[config.mk]
export PLATFORM = sky130hd
export DESIGN_NAME = cluster_weighted_bonferroni_min
export DESIGN_NICKNAME = d
export VERILOG_FILES = /design/src/rtl/cwbm_pkg.sv /design/src/rtl/cluster_weighted_bonferroni_min.sv /design/src/rtl/cwbm_front.sv /design/src/rtl/cwbm_queue.sv /design/src/rtl/cwbm_back.sv
export SDC_FILE = /design/constraint.sdc
export NUM_CORES = 2
export LEC_CHECK = 0
export BUFFER_PORTS_ARGS = -buffer_cell sky130_fd_sc_hd__buf_2
export CORE_MARGIN = 5
export CORE_UTILIZATION = 35
export CTS_CLUSTER_DIAMETER = 40
export DETAILED_ROUTE_END_ITERATION = 10
export PLACE_DENSITY = 0.47
export SLEW_MARGIN = 40
export SYNTH_ARGS = -nofsm -noshare
export SYNTH_HDL_FRONTEND = slang
export SYNTH_SLANG_ARGS = --single-unit
export TNS_END_PERCENT = 50
[constraint.sdc]
create_clock -name aclk -period 15.6 [get_ports aclk]
set_clock_uncertainty 0.2 [all_clocks]
set_input_delay 3.12 -clock aclk [delete_from_list [all_inputs] [get_ports aclk]]
set_output_delay 3.12 -clock aclk [all_outputs]
set_load 0.05 [all_outputs]
[src/rtl/cwbm_pkg.sv]
package cwbm_pkg;
    localparam int MAX_ITEMS = 1048576;
    localparam int POS_W     = 21;
    localparam int CNT_W     = $clog2(MAX_ITEMS + 1);
    localparam int ID_W      = 31;
    localparam int P_W       = 17;
    localparam int W_W       = 16;
    localparam int SUM_W     = 36;
    localparam int PROD_W    = P_W + SUM_W;
    localparam int QDEPTH    = 4;
    localparam int QPTR_W    = $clog2(QDEPTH);
    localparam logic [P_W-1:0] ONE_Q16 = P_W'(65536);

    // one closed cluster handed from front to back
    typedef struct packed {
        logic [P_W-1:0]   best_p;
        logic [W_W-1:0]   best_w;
        logic [SUM_W-1:0] total;
        logic [POS_W-1:0] pos;
        logic             last;
    } cwbm_job_t;

    typedef enum logic [1:0] {
        BK_IDLE,
        BK_MUL,
        BK_DIV,
        BK_OUT
    } cwbm_bk_state_t;
endpackage

[src/rtl/cluster_weighted_bonferroni_min.sv]
// channel | ports                                           | direction
// s_      | s_cluster_id s_p_value s_test_weight s_end_of_data | in, valid/ready
// m_      | m_adjusted_p m_best_position m_last_of_run      | out, valid/ready
// The front takes one test per cycle while the queue has room and no flush is held.
// Each closed cluster passes the back through a 17x36 multiply and a 53-step
// restoring divide by the best weight, one bit per cycle, then waits for m_ready.
// Synchronous active-low reset empties the queue and closes any open cluster.
// A stalled m_ready fills the four-entry queue, then holds s_ready low.
module cluster_weighted_bonferroni_min (
    input  logic                        aclk,
    input  logic                        aresetn,
    input  logic                        s_valid,
    output logic                        s_ready,
    input  logic [cwbm_pkg::ID_W-1:0]   s_cluster_id,
    input  logic [cwbm_pkg::P_W-1:0]    s_p_value,
    input  logic [cwbm_pkg::W_W-1:0]    s_test_weight,
    input  logic                        s_end_of_data,
    output logic                        m_valid,
    input  logic                        m_ready,
    output logic [cwbm_pkg::P_W-1:0]    m_adjusted_p,
    output logic [cwbm_pkg::POS_W-1:0]  m_best_position,
    output logic                        m_last_of_run
);
    import cwbm_pkg::*;

    logic      f_valid, f_ready, b_valid, b_ready;
    cwbm_job_t f_job, b_job;

    cwbm_front u_front (
        .aclk(aclk), .aresetn(aresetn),
        .s_valid(s_valid), .s_ready(s_ready),
        .s_cluster_id(s_cluster_id), .s_p_value(s_p_value),
        .s_test_weight(s_test_weight), .s_end_of_data(s_end_of_data),
        .job_valid(f_valid), .job(f_job), .job_ready(f_ready)
    );

    cwbm_queue u_queue (
        .aclk(aclk), .aresetn(aresetn),
        .wr_valid(f_valid), .wr_data(f_job), .wr_ready(f_ready),
        .rd_valid(b_valid), .rd_data(b_job), .rd_ready(b_ready)
    );

    cwbm_back u_back (
        .aclk(aclk), .aresetn(aresetn),
        .job_valid(b_valid), .job(b_job), .job_ready(b_ready),
        .m_valid(m_valid), .m_ready(m_ready),
        .m_adjusted_p(m_adjusted_p), .m_best_position(m_best_position),
        .m_last_of_run(m_last_of_run)
    );
endmodule

[src/rtl/cwbm_front.sv]
module cwbm_front (
    input  logic                        aclk,
    input  logic                        aresetn,
    input  logic                        s_valid,
    output logic                        s_ready,
    input  logic [cwbm_pkg::ID_W-1:0]   s_cluster_id,
    input  logic [cwbm_pkg::P_W-1:0]    s_p_value,
    input  logic [cwbm_pkg::W_W-1:0]    s_test_weight,
    input  logic                        s_end_of_data,
    output logic                        job_valid,
    output cwbm_pkg::cwbm_job_t         job,
    input  logic                        job_ready
);
    import cwbm_pkg::*;

    // a pending second job (eod flush after id change) is held here
    logic                 hold_valid_reg, hold_valid_next;
    cwbm_job_t            hold_reg, hold_next;
    logic                 open_reg, open_next;
    logic [ID_W-1:0]      id_reg, id_next;
    logic [P_W-1:0]       bp_reg, bp_next;
    logic [W_W-1:0]       bw_reg, bw_next;
    logic [POS_W-1:0]     bi_reg, bi_next;
    logic [SUM_W-1:0]     tot_reg, tot_next;
    logic [CNT_W-1:0]     seen_reg, seen_next;

    logic [W_W-1:0]       w;
    logic [CNT_W-1:0]     seen_inc;
    logic                 change;
    logic [P_W+W_W-1:0]   lhs, rhs;
    logic [SUM_W:0]       sum;
    cwbm_job_t            old_job, new_job;
    logic                 acc;

    assign s_ready = !hold_valid_reg && job_ready;
    assign acc     = s_valid && s_ready;

    always_comb begin
        w        = (s_test_weight == '0) ? W_W'(1) : s_test_weight;
        seen_inc = (seen_reg < CNT_W'(MAX_ITEMS)) ? seen_reg + CNT_W'(1) : seen_reg;
        change   = open_reg && (s_cluster_id != id_reg);
        lhs      = s_p_value * bw_reg;
        rhs      = bp_reg * w;
        sum      = {1'b0, tot_reg} + {{(SUM_W+1-W_W){1'b0}}, w};

        open_next = open_reg;
        id_next   = id_reg;
        bp_next   = bp_reg;
        bw_next   = bw_reg;
        bi_next   = bi_reg;
        tot_next  = tot_reg;
        seen_next = seen_reg;
        hold_valid_next = hold_valid_reg;
        hold_next = hold_reg;

        old_job = '{best_p: bp_reg, best_w: bw_reg, total: tot_reg,
                    pos: bi_reg, last: !s_end_of_data};

        // advance the running minimum only on an accepted transaction
        if (acc) begin
            if (!open_reg || change) begin
                id_next  = s_cluster_id;
                bp_next  = s_p_value;
                bw_next  = w;
                bi_next  = POS_W'(seen_inc);
                tot_next = {{(SUM_W-W_W){1'b0}}, w};
            end else begin
                if (lhs < rhs) begin
                    bp_next = s_p_value;
                    bw_next = w;
                    bi_next = POS_W'(seen_inc);
                end
                tot_next = sum[SUM_W] ? {SUM_W{1'b1}} : sum[SUM_W-1:0];
            end
        end
        new_job = '{best_p: bp_next, best_w: bw_next, total: tot_next,
                    pos: bi_next, last: 1'b1};

        job_valid = hold_valid_reg;
        job       = hold_reg;
        if (acc) begin
            seen_next = seen_inc;
            open_next = 1'b1;
            if (change) begin
                job_valid = 1'b1;
                job       = old_job;
                if (s_end_of_data) begin
                    hold_valid_next = 1'b1;
                    hold_next       = new_job;
                end
            end else if (s_end_of_data) begin
                job_valid = 1'b1;
                job       = new_job;
            end
            if (s_end_of_data) begin
                open_next = 1'b0;
                seen_next = '0;
            end
        end else if (hold_valid_reg && job_ready) begin
            hold_valid_next = 1'b0;
        end
    end

    always_ff @(posedge aclk) begin
        if (!aresetn) begin
            hold_valid_reg <= 1'b0;
            open_reg       <= 1'b0;
            id_reg         <= '0;
            bp_reg         <= '0;
            bw_reg         <= W_W'(1);
            bi_reg         <= '0;
            tot_reg        <= '0;
            seen_reg       <= '0;
        end else begin
            hold_valid_reg <= hold_valid_next;
            open_reg       <= open_next;
            id_reg         <= id_next;
            bp_reg         <= bp_next;
            bw_reg         <= bw_next;
            bi_reg         <= bi_next;
            tot_reg        <= tot_next;
            seen_reg       <= seen_next;
        end
        hold_reg <= hold_next;
    end
endmodule

[src/rtl/cwbm_queue.sv]
module cwbm_queue (
    input  logic                 aclk,
    input  logic                 aresetn,
    input  logic                 wr_valid,
    input  cwbm_pkg::cwbm_job_t  wr_data,
    output logic                 wr_ready,
    output logic                 rd_valid,
    output cwbm_pkg::cwbm_job_t  rd_data,
    input  logic                 rd_ready
);
    import cwbm_pkg::*;

    cwbm_job_t         mem_reg [QDEPTH];
    logic [QPTR_W-1:0] wp_reg, rp_reg;
    logic [QPTR_W:0]   cnt_reg;
    logic              wr, rd;

    assign wr_ready = cnt_reg != (QPTR_W+1)'(QDEPTH);
    assign rd_valid = cnt_reg != '0;
    assign rd_data  = mem_reg[rp_reg];
    assign wr = wr_valid && wr_ready;
    assign rd = rd_valid && rd_ready;

    always_ff @(posedge aclk) begin
        if (!aresetn) begin
            wp_reg  <= '0;
            rp_reg  <= '0;
            cnt_reg <= '0;
        end else begin
            if (wr) wp_reg <= wp_reg + QPTR_W'(1);
            if (rd) rp_reg <= rp_reg + QPTR_W'(1);
            cnt_reg <= cnt_reg + (QPTR_W+1)'(wr) - (QPTR_W+1)'(rd);
        end
        if (wr) mem_reg[wp_reg] <= wr_data;
    end
endmodule

[src/rtl/cwbm_back.sv]
module cwbm_back (
    input  logic                        aclk,
    input  logic                        aresetn,
    input  logic                        job_valid,
    input  cwbm_pkg::cwbm_job_t         job,
    output logic                        job_ready,
    output logic                        m_valid,
    input  logic                        m_ready,
    output logic [cwbm_pkg::P_W-1:0]    m_adjusted_p,
    output logic [cwbm_pkg::POS_W-1:0]  m_best_position,
    output logic                        m_last_of_run
);
    import cwbm_pkg::*;

    localparam int STEP_W = $clog2(PROD_W + 1);

    cwbm_bk_state_t     st_reg, st_next;
    cwbm_job_t          job_reg;
    logic [PROD_W-1:0]  num_reg;
    logic [W_W:0]       rem_reg;
    logic [PROD_W-1:0]  quo_reg;
    logic [STEP_W-1:0]  step_reg;
    logic [W_W:0]       trial;
    logic [W_W:0]       diff;

    // restoring division, one quotient bit per cycle
    always_comb begin
        trial = {rem_reg[W_W-1:0], num_reg[PROD_W-1]};
        diff  = trial - {1'b0, job_reg.best_w};
    end

    always_comb begin
        st_next   = st_reg;
        job_ready = 1'b0;
        m_valid   = 1'b0;
        unique case (st_reg)
            BK_IDLE: begin
                job_ready = 1'b1;
                if (job_valid) st_next = BK_MUL;
            end
            BK_MUL: st_next = BK_DIV;
            BK_DIV: if (step_reg == STEP_W'(PROD_W - 1)) st_next = BK_OUT;
            BK_OUT: begin
                m_valid = 1'b1;
                if (m_ready) st_next = BK_IDLE;
            end
            default: st_next = BK_IDLE;
        endcase
    end

    assign m_adjusted_p    = (quo_reg > PROD_W'(ONE_Q16)) ? ONE_Q16 : quo_reg[P_W-1:0];
    assign m_best_position = job_reg.pos;
    assign m_last_of_run   = job_reg.last;

    always_ff @(posedge aclk) begin
        if (!aresetn) begin
            st_reg <= BK_IDLE;
        end else begin
            st_reg <= st_next;
        end
        unique case (st_reg)
            BK_IDLE: begin
                if (job_valid) job_reg <= job;
            end
            BK_MUL: begin
                num_reg  <= job_reg.best_p * job_reg.total;
                rem_reg  <= '0;
                quo_reg  <= '0;
                step_reg <= '0;
            end
            BK_DIV: begin
                num_reg  <= {num_reg[PROD_W-2:0], 1'b0};
                step_reg <= step_reg + STEP_W'(1);
                if (!diff[W_W]) begin
                    rem_reg <= diff;
                    quo_reg <= {quo_reg[PROD_W-2:0], 1'b1};
                end else begin
                    rem_reg <= trial;
                    quo_reg <= {quo_reg[PROD_W-2:0], 1'b0};
                end
            end
            default: ;
        endcase
    end
endmodule

After elaboration in Yosys (flattened, before gate mapping)
Memory sizes are Yosys's and may differ from the RTL's. A register that Yosys moved wholly into a read port is not among the register bits.
Index checks and enable logic that the tools add are counted.
- div/mod/pow operators: 0
- shift operators: 0
- bitwise logic cells: 0
- multiply operators: 3
- magnitude comparators: 3
- multiplexer cells: 40
- $add $sub $neg: 8
- equality and inequality tests: 10
- reduce and logical (&&, ||, !) cells: 20
- operators by type and width (cell ; count):
    $mux W91 ; 3
    $pmux W53 S2 ; 2
    $mux W36 ; 3
    $mux W21 ; 5
    $mux W16 ; 5
    $mux W17 ; 4
    $mul A17 B16 Y33 ; 2
    $gt A53 B17 Y1 const B ; 1
    $mul A17 B36 Y53 ; 1
    $add A36 B16 Y37 ; 1
    $lt A33 B33 Y1 ; 1
    $pmux W16 S2 ; 1
    $ne A31 B31 Y1 ; 1
    $add A21 B1 Y21 const B ; 1
    $lt A21 B21 Y1 const B ; 1
    $sub A17 B16 Y17 ; 1
    $logic_not A16 Y1 ; 1
    $mux W1 ; 12
    $pmux W6 S2 ; 1
    $pmux W2 S4 ; 1
    $reduce_and A2 Y1 ; 4
    $add A6 B1 Y6 const B ; 1
    $eq A6 B6 Y1 const B ; 1
    $logic_and A1 B1 Y1 ; 6
    15 further kinds ; 24
- latch bits: 0
- bits in read-only memories: 0
- register bits after elaboration: 372
- memories kept: 1
- RAM bits: 364
- memories (name ; words ; width ; rd ports ; clocked after memory_dff ; wr ports ; RTL line ; RTL):
    u_queue.mem_reg ; 4 ; 91 ; 1 ; 1 ; 1 ; cwbm_queue.sv:13 ; cwbm_job_t mem_reg [QDEPTH];

Longest topological paths before layout
- depth after elaboration: 10
- gate-level depth with buffers: 40
- depth with buffers taken out: 35

Cells and area by module
A second synthesis with hierarchy kept.
- cell total of the unflattened synthesis: 7386
- area total of the unflattened synthesis: 74875.6 µm²
- by module, submodules not included (module ; cells each ; times used ; area each (µm²)):
    cwbm_front ; 3859 ; 1 ; 32139.6
    cwbm_back ; 3004 ; 1 ; 29046.6
    cwbm_queue ; 523 ; 1 ; 13689.4

Worst setup path after synthesis
No wires, ideal clock.
- kind: input to register
- start: input port s_test_weight[1] (netlist bit)
- end: memory u_queue.mem_reg[0][21] (netlist bit) (data pin)
- arrival time: 11.131 ns
- setup time: 0.291 ns
- slack: 3.978 ns
- cell stages on the path: 30
- path through: clkbuf_1 > clkbuf_1 > nand2_1 > fa_1 > fa_1 > fa_1 > fa_1 > inv_1 > fa_1 > fa_1 > ha_1 > and3_1 > a221o_1 > a211oi_2 > o31ai_1 > a211o_1 > a41oi_2 > a2111oi_1 > a2111oi_2 > xnor2_1 > ha_1 > a211oi_1 > o211ai_1 > a211oi_2 > a21o_1 > buf_2 > buf_6 > mux2_1 > nand2_1 > a31oi_1
- RTL lines (item ; RTL line ; RTL):
    from (decl) ; cluster_weighted_bonferroni_min.sv:16 ; input logic [cwbm_pkg::W_W-1:0] s_test_weight,
    to (decl) ; cwbm_queue.sv:13 ;

==> summary.txt <==
Outcome
  • Status: finished clean

Floorplan
  • DIE HEIGHT: 469 um
  • I/O pins: 110
  • Die Wd: 469 um
  • Core area: 210000 um^2
  • FP Rows: 168
  • DIE AREA: 220000 um^2
  • Initial Util: 0.352

Timing
  • Fin crit period: 12.65 ns
  • Slew @ Worst Pin: 0.854 ns
  • Final Hold Vio Count: 0
  • Fin crit share: 0.811
  • Final setup vio count: 0
  • Fmax: 0.0791 GHz
  • RSZ-0062 raised after global routing: false
  • Worst slew margin: 0.431
  • Setup TNS: 0 ns
  • Slew Limit Fails: 0

Drt
  • Met3 WL: 7670 um
  • Vias per Instance: 5.02
  • Antenna Violating Nets Remaining: 0
  • DR pass1 iterations: 7
  • Initial DRC count: 2934
  • DRT Wirelength: 203000 um
  • Drt wl/cell: 20.4 um
  • M1 WL: 90100 um
  • Met2 WL: 100000 um
  • DR top layer: met5
  • Drc violations: 0
  • Via count: 49.9k

Worst setup path
  • CP Depth: 29
  • Path depth of the worst reg2reg path: 29
  • Worst-path maximum fanout: 48
  • Largest stage delay on the critical path: 0.74 ns
  • CP Capture Type: flip-flop
  • Critical Path Start Type: input port
  • Most frequent CP cell: fa_1
  • Crit-path slowest cell: a21o_4
  • Crit Path Category: input port to flip-flop
  • CP bufs+invs: 4
  • CP arrival: 12.90 ns
  • Worst EP required: 15.85 ns
  • Top delay family on crit path: adder cells

Yosys
  • Cell taking the most area after synthesis: edfxtp_1
  • Mapped Area: 73700 um^2
  • Synth cell count leaders: inv_1, nand2_1, fa_1, edfxtp_1, and2_1
  • Avg Cell Area, Syn: 10.4 um^2
  • Library cells used by synthesis: 90
  • Cells after synthesis: 7087
  • FFs w/ async S/R, synth: 0
  • Largest cells by area after synthesis: edfxtp_1, fa_1, ha_1
  • Main flop type after synthesis: edfxtp_1
  • Number of synthesized flops with an enable pin: 674
  • Ys Warns: 0
  • Top-count cell post-synth: inv_1
  • Seq/Total Area, Yosys: 0.316
  • Top cell type's share of synthesized area: 0.275
  • Yosys reg bits: 827
  • Syn Nets: 8497

Worst hold path
  • Worst hold path depth: 2
  • Worst min path class: flip-flop to flip-flop

Global routing
  • Vias in the first global route: 53.6k
  • GRT overflow: 0
  • Gr usage total: 0.187
  • First-pass GRT wire length: 319000 um
  • Antenna violations before repair: 23
  • Pin count of the biggest net entering global routing: 137

Cells and area
  • Fill count: 20.7k
  • Max FFs per register: 364
  • Ratio of cells with drive above 1 in the final layout: 0.0964
  • Final net count: 8423
  • Area Growth Syn to Fin: 11.6%

Clocking
  • CTS tree: yes
  • Clock sinks: 827
  • Max Root-Sink Buffers: 3
  • Post-CTS setup buffers: 0
  • Total CTS buffers: 149
  • CTS Hold Bufs: 0
  • CTS Root Cell: clkbuf_16
  • Clock-pin slew of the registers on the worst-case setup and hold paths: 0.05 ns
  • Clk_lat worst skew: 0.78 ns
  • CTS H-tree lvls: 4
  • Post_cts resized: 0

Placed design
  • Placer Congestion: 0.832
  • Detailed placement HPWL: 143000 um
  • Port-buffer cells: 109

Job
  • Max_cap viols: 0
-- cells in the final DEF (no fill, tap or decap), types with 23 or more instances in the layout --
master	count
o21ai_0	164
o211ai_1	27
nor3_1	34
fa_1	928
a31oi_1	45
nand4_1	29
dfxtp_1	150
nor2b_1	92
inv_1	1088
o21ai_1	62
buf_4	107
clkinvlp_4	23
a21o_1	65
and2_1	465
mux4_2	91
o22ai_1	27
buf_2	107
nor2_1	199
and3_1	34
a211oi_1	28
clkbuf_16	150
xnor2_1	123
a311oi_2	33
edfxtp_1	674
xor2_1	59
mux2i_1	97
a21oi_1	206
a21boi_1	35
ha_1	411
nand3_1	48
a2111oi_0	34
nand2_1	1069
o21a_1	27
-- final cells by class --
cell class | count | area, um^2 | share of cell area
inverters | 1091 | 4100 | 0.0498
repair buffers | 241 | 1700 | 0.0206
clock buffers | 165 | 3870 | 0.0471
flip-flops and latches | 827 | 23300 | 0.283
diodes | 9 | 22.5 | 0.000274
multi-input cells | 4703 | 44500 | 0.542
clock inverters | 107 | 1190 | 0.0145
well taps | 2805 | 3510 | 0.0427
-- worst register-to-register path: cells and delay by family (launching register included) --
| family | cells | cell delay (ns) |
|---|---|---|
| xor+xnor | 1 | 0.15 |
| simple gates | 4 | 0.64 |
| fa+ha+maj | 8 | 3.66 |
| compound gates | 11 | 3.58 |
| mux | 1 | 0.37 |
| flops | 1 | 0.53 |
| buf+inv | 4 | 1.27 |
-- final timing paths --
path,start,to,slack [ns]
worst max-delay path,s_test_weight[1],u_queue.mem_reg[3][17]$_DFFE_PP_,2.95
worst min-delay path,u_front.bp_reg[15]$_SDFF_PN0_,u_front.bp_reg[15]$_SDFF_PN0_,0.25
worst max register to register,u_front.bp_reg[8]$_SDFF_PN0_,u_queue.mem_reg[0][17]$_DFFE_PP_,4.92
worst min register to register,u_front.bp_reg[15]$_SDFF_PN0_,u_front.bp_reg[15]$_SDFF_PN0_,0.25
-- per-stage QoR --
stage                     cell area, um^2  std cells  worst slack, ns  utilization  hold WS (ns)
after global routing                82200       9942             2.41        0.392         0.262
final                               82200       9948             2.95        0.392         0.247
after floorplan                     73700       7087             3.98            -         0.283
after detailed placement            77100       9663             2.22        0.368         0.243
after CTS                           82100       9935             3.04        0.392         0.247
after global placement              76800       9645             2.30        0.367         0.236
-- layer usage --
metal | vias up | GRT usage
met2 | 983 | 0.324
met1 | 25700 | 0.248
met4 | 2 | 0.0490
li1 | 22900 | -
met3 | 296 | 0.0255
met5 | - | 0
-- cells by family (layout without fill, tap and decap cells) --
logic type,after synthesis,count (layout),share of synthesized area
AOI/OAI and AO/OA,896,896,0.0821
other,0,9,0
and+or+nand+nor,2073,2073,0.132
buffers and inverters,1557,1604,0.0812
DFF,827,827,0.316
xor gates and xnor gates,183,183,0.0219
muxes,210,210,0.0444
adders and majority gates,1341,1341,0.322
Power is not shown: default switching activity piles up to over one toggle a cycle in this logic, so the estimate is an artifact.
